[src/rtl/ncc_pkg.sv]
// shared types and constants of the stereo correlation disparity block
package ncc_pkg;

  // configuration port
  localparam int CFG_W     = 13;
  localparam int REG_IDX_W = 3;

  typedef enum logic [REG_IDX_W-1:0] {
    REG_RADIUS   = 3'd0,
    REG_MIN_DISP = 3'd1,
    REG_MAX_DISP = 3'd2,
    REG_WIDTH    = 3'd3,
    REG_HEIGHT   = 3'd4
  } cfg_reg_e;

  // register reset values
  localparam logic [2:0]  RST_RADIUS   = 3'd2;
  localparam logic [6:0]  RST_MIN_DISP = 7'd0;
  localparam logic [6:0]  RST_MAX_DISP = 7'd15;
  localparam logic [10:0] RST_WIDTH    = 11'd640;
  localparam logic [12:0] RST_HEIGHT   = 13'd480;

  // frame height limit and row counter width
  localparam int MAX_HEIGHT = 4096;
  localparam int HW         = 13;

  // input item kind
  typedef enum logic {
    KIND_PIXEL = 1'b0,
    KIND_FLUSH = 1'b1
  } kind_e;

  // item as held in the queue between front and back
  typedef struct packed {
    logic       pixel;
    logic       sof;
    logic [7:0] left;
    logic [7:0] right;
  } item_t;

endpackage

[src/rtl/ncc_front.sv]
// input side: takes items, classifies them and queues them for the sequencer
module ncc_front import ncc_pkg::*; (
  input  logic       clk_i,
  input  logic       rst_ni,
  input  logic       in_valid_i,
  output logic       in_stall_o,
  input  logic       in_kind_i,
  input  logic [7:0] in_left_pixel_i,
  input  logic [7:0] in_right_pixel_i,
  input  logic       in_start_of_frame_i,
  output logic       q_valid_o,
  output item_t      q_item_o,
  input  logic       q_pop_i
);

  item_t       fifo_q [2];
  logic        wr_q, wr_d, rd_q, rd_d;
  logic [1:0]  cnt_q, cnt_d;
  logic        push;
  item_t       item_in;

  // classify the incoming item
  always_comb begin
    item_in.pixel = (kind_e'(in_kind_i) == KIND_PIXEL);
    item_in.sof   = in_start_of_frame_i;
    item_in.left  = in_left_pixel_i;
    item_in.right = in_right_pixel_i;
  end

  assign in_stall_o = (cnt_q == 2'd2);
  assign push       = in_valid_i && !in_stall_o;
  assign q_valid_o  = (cnt_q != 2'd0);
  assign q_item_o   = fifo_q[rd_q];

  // pointer and fill update
  always_comb begin
    wr_d  = push ? ~wr_q : wr_q;
    rd_d  = q_pop_i ? ~rd_q : rd_q;
    cnt_d = cnt_q;
    if (push && !q_pop_i) begin
      cnt_d = cnt_q + 2'd1;
    end else if (!push && q_pop_i) begin
      cnt_d = cnt_q - 2'd1;
    end
  end

  always_ff @(posedge clk_i or negedge rst_ni) begin
    if (!rst_ni) begin
      wr_q  <= 1'b0;
      rd_q  <= 1'b0;
      cnt_q <= 2'd0;
    end else begin
      wr_q  <= wr_d;
      rd_q  <= rd_d;
      cnt_q <= cnt_d;
    end
  end

  // queue storage
  always_ff @(posedge clk_i) begin
    if (push) begin
      fifo_q[wr_q] <= item_in;
    end
  end

endmodule

[config.mk]
export PLATFORM = sky130hd
export DESIGN_NAME = ncc_front
export DESIGN_NICKNAME = d
export VERILOG_FILES = /design/src/rtl/ncc_pkg.sv /design/src/rtl/ncc_front.sv
export SDC_FILE = /design/constraint.sdc
export NUM_CORES = 1
export LEC_CHECK = 0
export ABC_AREA = 1
export BUFFER_PORTS_ARGS = -buffer_cell sky130_fd_sc_hd__clkbuf_2
export CORE_ASPECT_RATIO = 1.2
export CORE_MARGIN = 2
export CORE_UTILIZATION = 51
export CTS_CLUSTER_DIAMETER = 150
export CTS_CLUSTER_SIZE = 10
export DETAILED_ROUTE_END_ITERATION = 16
export GPL_TIMING_DRIVEN = 0
export PLACE_DENSITY = 0.78
export REMOVE_ABC_BUFFERS = 1
export SLEW_MARGIN = 0
export SYNTH_ARGS = -nofsm -noshare
export SYNTH_HDL_FRONTEND = slang
export SYNTH_SLANG_ARGS = --single-unit
[constraint.sdc]
create_clock -name clk_i -period 2.17 [get_ports clk_i]
set_clock_uncertainty 0.15 [all_clocks]
set_input_delay 0.217 -clock clk_i [delete_from_list [all_inputs] [get_ports clk_i]]
set_output_delay 0.217 -clock clk_i [all_outputs]
set_load 0.01 [all_outputs]
; Yosys cells after proc, flatten, opt, wreduce, memory -nomap -nowiden
; Memories as Yosys holds them, arrays and structs flattened.
; Cells that the tools add are included.
[op_classes]
shift = 0
add_sub_neg = 2
n_reduce_logical = 8
div_mod_pow = 0
multipliers = 0
n_mux = 4
magnitude_cmp = 0
n_eq_ne = 1
n_bitwise = 3
[ops]
columns = cell, n
row1 = two-way mux 2 bit, 2
row2 = nonzero test 2 bit, 2
row3 = logical AND 1 bit, 3
row4 = zero test 1 bit, 3
row5 = inverter 1 bit, 3
row6 = adder 2 x 1 -> 2 bit (second input constant), 1
row7 = equality test 2 bit (second input constant), 1
row8 = two-way mux 1 bit, 2
row9 = subtractor 2 x 1 -> 2 bit (second input constant), 1
[totals]
ramBits = 36
reg_bits = 4
n_memories = 1
out_inout_bits = 20
romBits = 0
latch_bits = 0
[mem_list]
columns = name, depth, word_bits, rd, rd_clocked_by_memory_dff, wr, line
row1 = fifo_q, 2, 18, 1, 0, 1, ncc_front.sv:16  ; item_t fifo_q [2];

; Depth between registers and ports, before layout
; Gate-level depths: netlist of the first run.
[logic_depth]
word_depth = 7
ltp_mapped = 9

; Least setup slack after synthesis of the first run
; OpenSTA, ideal clock, no wires.
[synth_path]
path_kind = reg-to-reg
from = register cnt_q[1]
to = memory fifo_q[1][0] (netlist name) (enable)
arrival_time_ns = 1.334
n_path_buf = 0
period_less_slack_ns = 1.877
path_stages_with_launch = 4
setup_time_ns = 0.393
t_required_ns = 1.627
slack_ns = 0.293
cell_sequence = dfrtp_1 -> inv_1 -> o21ai_0 -> nor2_1
[synth_via]
elab_chain_len = 5
[synth_rtl]
columns = item, line
row1 = "start, declared", ncc_front.sv:18  ; logic [1:0] cnt_q, cnt_d;
row2 = "start signal, assigned", ncc_front.sv:55  ; cnt_q <= cnt_d;
row3 = equality test 2 bit, ncc_front.sv:30  ; assign in_stall_o = (cnt_q == 2'd2);
row4 = zero test 1 bit, ncc_front.sv:31  ; assign push = in_valid_i && !in_stall_o;
row5 = logical AND 1 bit, ncc_front.sv:31
row6 = two-way mux 1 bit, ncc_front.sv:61  ; if (push) begin
row7 = two-way mux 1 bit (implied by the code), ncc_front.sv:62  ; fifo_q[wr_q] <= item_in;
row8 = "end, declared", ncc_front.sv:16
; No other way between the ends.

==> run metrics, run 1 <==
drt via density 4.757; final hold vios 0; cells on worst reg2reg path 4; largest cells by area after synthesis edfxtp_1 69%, mux2_4 8.6%, mux2_2 6.5%, dfrtp_1 6.4%, inv_1 2.2%; crit path DAT 1.57 ns; unrepaired setup endpoints after global routing no; required time of the critical path 1.80 ns; first-pass iteration count of the detailed router 3; period utilization 0.8931; GRT Total Usage 0.1749; count of final setup violators 0; WL/cell 13.94 um; Peak Freq 516.0 MHz; Max-slew headroom 0.4956; Max stage delay on crit path 0.70 ns; Final #Nets 176; routed vias 899; n_diodes 0; delay-heaviest family, CP flip-flops; layout cells sized above 1 0.4379; Mapped Area 0.001570 sq mm; Non-Filler Instances 189; grt total ovfl 0; CTS max path bufs 2; Pins Over Slew Limit 0; Lkg Pwr 0.0008720 uW; largest net degree at the start of global routing 20; Yosys top cell by area edfxtp_1; CP Buf/Inv Count 1; number of global-route vias before repair 937; CTS Buf Count 5; Yosys reg bits 40; origin of the critical flop-to-flop path cnt_q[1]; fin crit period 1.938 ns; Final Cell Area 0.002048 sq mm; critical path peak fanout 19; Worst VDD drop 0.7790 mV; slowest CP cell dfrtp_2; placed inst area 0.001800 sq mm; syn avg cell area 18.26 sq um; critical-path cell list mux2_2, clkbuf_2; CTS tree built; initial antenna violation count 0; clock root cell clkbuf_4; first-pass GRT wire length 4.160 mm; Syn Inst Count 86; Initial Util 0.5234; floorplan core area 0.003000 sq mm; Critical Path Sink Type primary output; max_cap viols 0; IO Port Bufs 41; final core occ 0.6827; WS Path Type flop to primary output; total wire length 2.635 mm; worst skew pair latency 0.33 ns; Seq/Total Area, Yosys 0.7522; setup repair bufs after CTS 0; Pwr Density 1122 mW/mm^2; R2R Path End fifo_q[1][6]; Die W 54.66 um; CP Launch Type flop; Die Y 64.79 um; final worst setup slack 0.2319 ns; # rows 22; drt drc 0; flop-to-flop setup slack 0.27 ns; total I/O pin count 42; CTS sink cnt 40; First DRT Iteration DRCs 18; Min-Delay Path Class primary input to async pin; DP HPWL 1.762 mm; Synth cell types 15; yosys warns 0; die area 0.003541 sq mm; Slew @ Worst Pin 0.7539 ns; Final Wtd Congestion 0.5987; placed cells 162; H-tree levels 2; Final ANT Viol Nets 0; area delta synth->final 30.44%; status finished, final reports clean; share of the synthesized area in the top cell type 0.6884; pre-CTS WS 0.2446 ns; Worst-path clk slew 0.11 ns
[report_power, final]
part / internal (uW) / leakage, uW / switching [uW]
registers: 1060 / 0.000381 / 136
logic: 404 / 0.000462 / 359
clock network: 120 / 0.0000281 / 220
[final cells by class]
cell class	instances	area, sq um
Sequential cell	40	1182
Fill cell	216	952.2
Timing Repair Buffer	62	416.7
Multi-Input combinational cell	35	324.1
Tap cell	36	45.04
Clock buffer	6	41.29
Inverter	9	33.78
Clock inverter	1	5.005
[repair_timing]
item,in CTS,in global routing
hold buffers,20,0
endpoints found under the hold margin,41,0
gates resized for setup,1,0
setup endpoints to repair,12,0
[layer usage]
metal	global-route usage	wire (um)	vias to the layer above
met1	0.1828	950	423
met3	0.06912	135	0
met5	0	0	-
li1	-	-	445
met4	0.03750	0	0
met2	0.3155	1549	31
[how the worst max path moves through the flow]
stage	end	start	cells past startpoint
3_5_place_dp	fifo_q[1][16]	cnt_q[1]	4
3_3_place_gp	fifo_q[1][16]	cnt_q[1]	3
4_1_cts	q_item_o[9]	rd_q	2
6_report	q_item_o[9]	rd_q	2
2_1_floorplan	fifo_q[1][0]	cnt_q[1]	3
5_1_grt	fifo_q[1][1]	cnt_q[1]	4
[worst register-to-register path, cell delays in order, from the launching register on]
cell     delay [ns]
dfrtp_1        0.40
inv_1          0.11
o21ai_0        0.11
nor2_1         0.59
buf_6          0.26
[metrics by stage]
step	power [uW]	TNS, ns	hold WS [ns]
after floorplan	1668	0	-0.2286
after global placement	1914	-1.459	-0.1208
after detailed placement	1966	0	-0.1183
after CTS	2318	0	0.05191
after global routing	2436	0	0.07493
final	2297	0	0.07854
[sequential cells by signal, indices dropped and copies added (netlist names)]
name,cells
cnt_q,2
fifo_q,36
rd_q,1
wr_q,1
[cell usage after synthesis]
cell type / number
edfxtp_1: 36
inv_1: 9
mux2_2: 9
mux2_4: 9
nand2_1: 8
dfrtp_1: 4
nor2_1: 3
buf_12: 1
buf_6: 1
ha_1: 1
nand3_1: 1
nand4_1: 1
o21ai_0: 1
xnor2_1: 1
xor2_1: 1
[kinds of logic after synthesis]
group,count (synthesis),share of synthesized area
multiplexers,18,0.1506
adder cells (fa/ha/maj),1,0.007967
XOR/XNOR,2,0.01116
buffers and inverters,11,0.04143
AND/OR/NAND/NOR,13,0.03347
flip-flops,40,0.7522
AO/OA/AOI/OAI,1,0.003184
[cell usage in the layout, fill, tap and decap left out, drive strengths merged]
master       Yosys  routed
buf              2       1
mux2            18      18
xnor2            1       1
dfrtp            4       4
o21ai            1       1
nand3            1       1
xor2             1       1
nor2             3       3
inv              9       9
ha               1       1
nand2            8       8
clkinv           0       1
edfxtp          36      36
dlygate4sd3      0      20
nand4            1       1
clkbuf           0      47
Note: power is estimated with default switching activity, not from simulation.
==> run 2: changes to the inputs <==
BUFFER_PORTS_ARGS = default   (was -buffer_cell sky130_fd_sc_hd__clkbuf_2)
CORE_UTILIZATION = 60   (was 51)
DONT_BUFFER_PORTS = 1   (was default)
PLACE_DENSITY = 0.86   (was 0.78)
==> run 2 against run 1 <==
  * Clock power increased by 4%
  * Core utilization is 6.1 points higher
  * Cell count down 22%
  * Via count shrank 15%
  * Critical path depth is 3 higher
  * Combinational power fell by 21%
  * Cell area down 9.2%
  * Power down 6.2%
  * Sequential cell count stayed put
  * Register-to-register slack worse by 0.03 ns
  * First-iteration DRC count shrank 17%
  * Critical path type is now flop to flop
==> run metrics, run 2 (same netlist as run 1, synthesis figures left out) <==
H-tree levels 2; total wire length 2.392 mm; Pins Over Slew Limit 0; drt via density 5.218; Final ANT Viol Nets 0; Comb pwr share 0.278; setup repair bufs after CTS 0; floorplan core area 0.002502 sq mm; initial antenna violation count 0; first-pass iteration count of the detailed router 4; max reg flops 36; Final #Nets 136; drt drc 0; Initial Util 0.6275; Max-slew headroom 0.4204; first-pass GRT wire length 3.857 mm; grt total ovfl 0; max_cap viols 0; clock power share 0.163; critical-path cell list inv_1, nor2_1, nor2_1, nand2_1, inv_1; CTS tree built; Die Y 60.04 um; die area 0.003044 sq mm; most common cell after layout, fill and taps aside edfxtp_1; delay-heaviest family, CP buffers and inverters; final core occ 0.7435; Worst-path clk slew 0.11 ns; Final Wtd Congestion 0.6244; slowest CP cell inv_1; Slew @ Worst Pin 0.8684 ns; critical path peak fanout 18; Filler Cell Count 155; # rows 20; crit path DAT 1.76 ns; Top reg by flops fifo_q; Seq pwr share 0.559; routed vias 767; largest net degree at the start of global routing 20; Lkg Pwr 0.0007106 uW; IO Port Bufs 0; period utilization 0.8902; DP HPWL 1.486 mm; Switching Share 0.3177; CTS sink cnt 40; worst hold slack 0.03502 ns; First DRT Iteration DRCs 15; Largest regs fifo_q x36, cnt_q x2; number of global-route vias before repair 825; total power 2154 uW; WL/cell 16.27 um; clock root cell clkbuf_4; CTS Buf Count 5; total I/O pin count 42; unrepaired setup endpoints after global routing no; CP Buf/Inv Count 2; Max stage delay on crit path 0.53 ns; count of final setup violators 0; status finished, final reports clean; Peak Freq 517.7 MHz; Pwr Density 1158 mW/mm^2; Min-Delay Path Class primary input to flop; layout cells sized above 1 0.2456; Worst VDD drop 0.9068 mV; CP Launch Type flop; worst skew pair latency 0.34 ns; fin crit period 1.932 ns; required time of the critical path 2.00 ns; area delta synth->final 18.49%; GRT Total Usage 0.1891; most frequent cells in the layout 36 x edfxtp_1, 22 x dlygate4sd3_1, 9 x mux2_4, 9 x mux2_2, 9 x inv_1; WS Path Type flop to flop; NetSw 684.3 uW; Critical Path Sink Type flop; Die W 50.70 um; final hold vios 0; Int Power 1469 uW; CTS max path bufs 2; n_diodes 0
-- run 2: final cells by class --
type | count | area [sq um] | share of cell area
Inverter | 9 | 33.78 | 0.01816
Timing Repair Buffer | 22 | 220.2 | 0.1184
Tap cell | 33 | 41.29 | 0.02219
Clock buffer | 5 | 37.54 | 0.02017
Multi-Input combinational cell | 35 | 326.6 | 0.1755
Sequential cell | 40 | 1182 | 0.6355
Clock inverter | 3 | 18.77 | 0.01009
-- run 2: power groups by stage --
stage | clock network (uW) | registers [uW] | logic (uW)
5_1_grt | 392 | 1230 | 652
4_1_cts | 358 | 1200 | 610
3_5_place_dp | 0 | 1220 | 578
3_3_place_gp | 0 | 1200 | 551
6_report | 352 | 1200 | 599
2_1_floorplan | 0 | 1170 | 494
-- run 2: final timing paths --
kind | from | end | slack [ns] | cells after the start
min reg2reg | wr_q | wr_q | 0.35 | 2
min | q_pop_i | cnt_q[0] | 0.04 | 3
max reg2reg | cnt_q[1] | fifo_q[0][11] | 0.24 | 5
max in group asynchronous | rst_ni | rd_q | 1.19 | 2
min in group asynchronous | rst_ni | wr_q | 0.50 | 2
max | cnt_q[1] | fifo_q[0][11] | 0.24 | 5
-- run 2: what timing repair did --
action,CTS,global route
gates resized for setup,1,0
setup endpoints to repair,1,0
hold endpoints to repair,42,0
hold buffers,22,0
-- run 2: per-layer routing --
metal	wire, um	vias to the layer above	GRT usage
met5	0	-	0
met4	57	0	0.1004
met3	138	7	0.07750
met2	1321	32	0.3327
met1	874	364	0.1915
li1	-	364	-
-- run 2: metrics by stage --
step	setup slack [ns]	std cells	area (sq um)	TNS [ns]
floorplan	0.2930	84	1539	0
global placement	-0.08275	117	1580	-1.477
detailed placement	0.2689	117	1583	0
CTS	0.2379	147	1861	0
global route	0.08042	147	1861	0
finish	0.2383	147	1861	0
-- run 2: worst reg2reg max path, cell delays in order, from the launching register on --
cell and delay, ns:
dfrtp_1 0.40, inv_1 0.10, nor2_1 0.10, nor2_1 0.18, nand2_1 0.10, inv_1 0.53
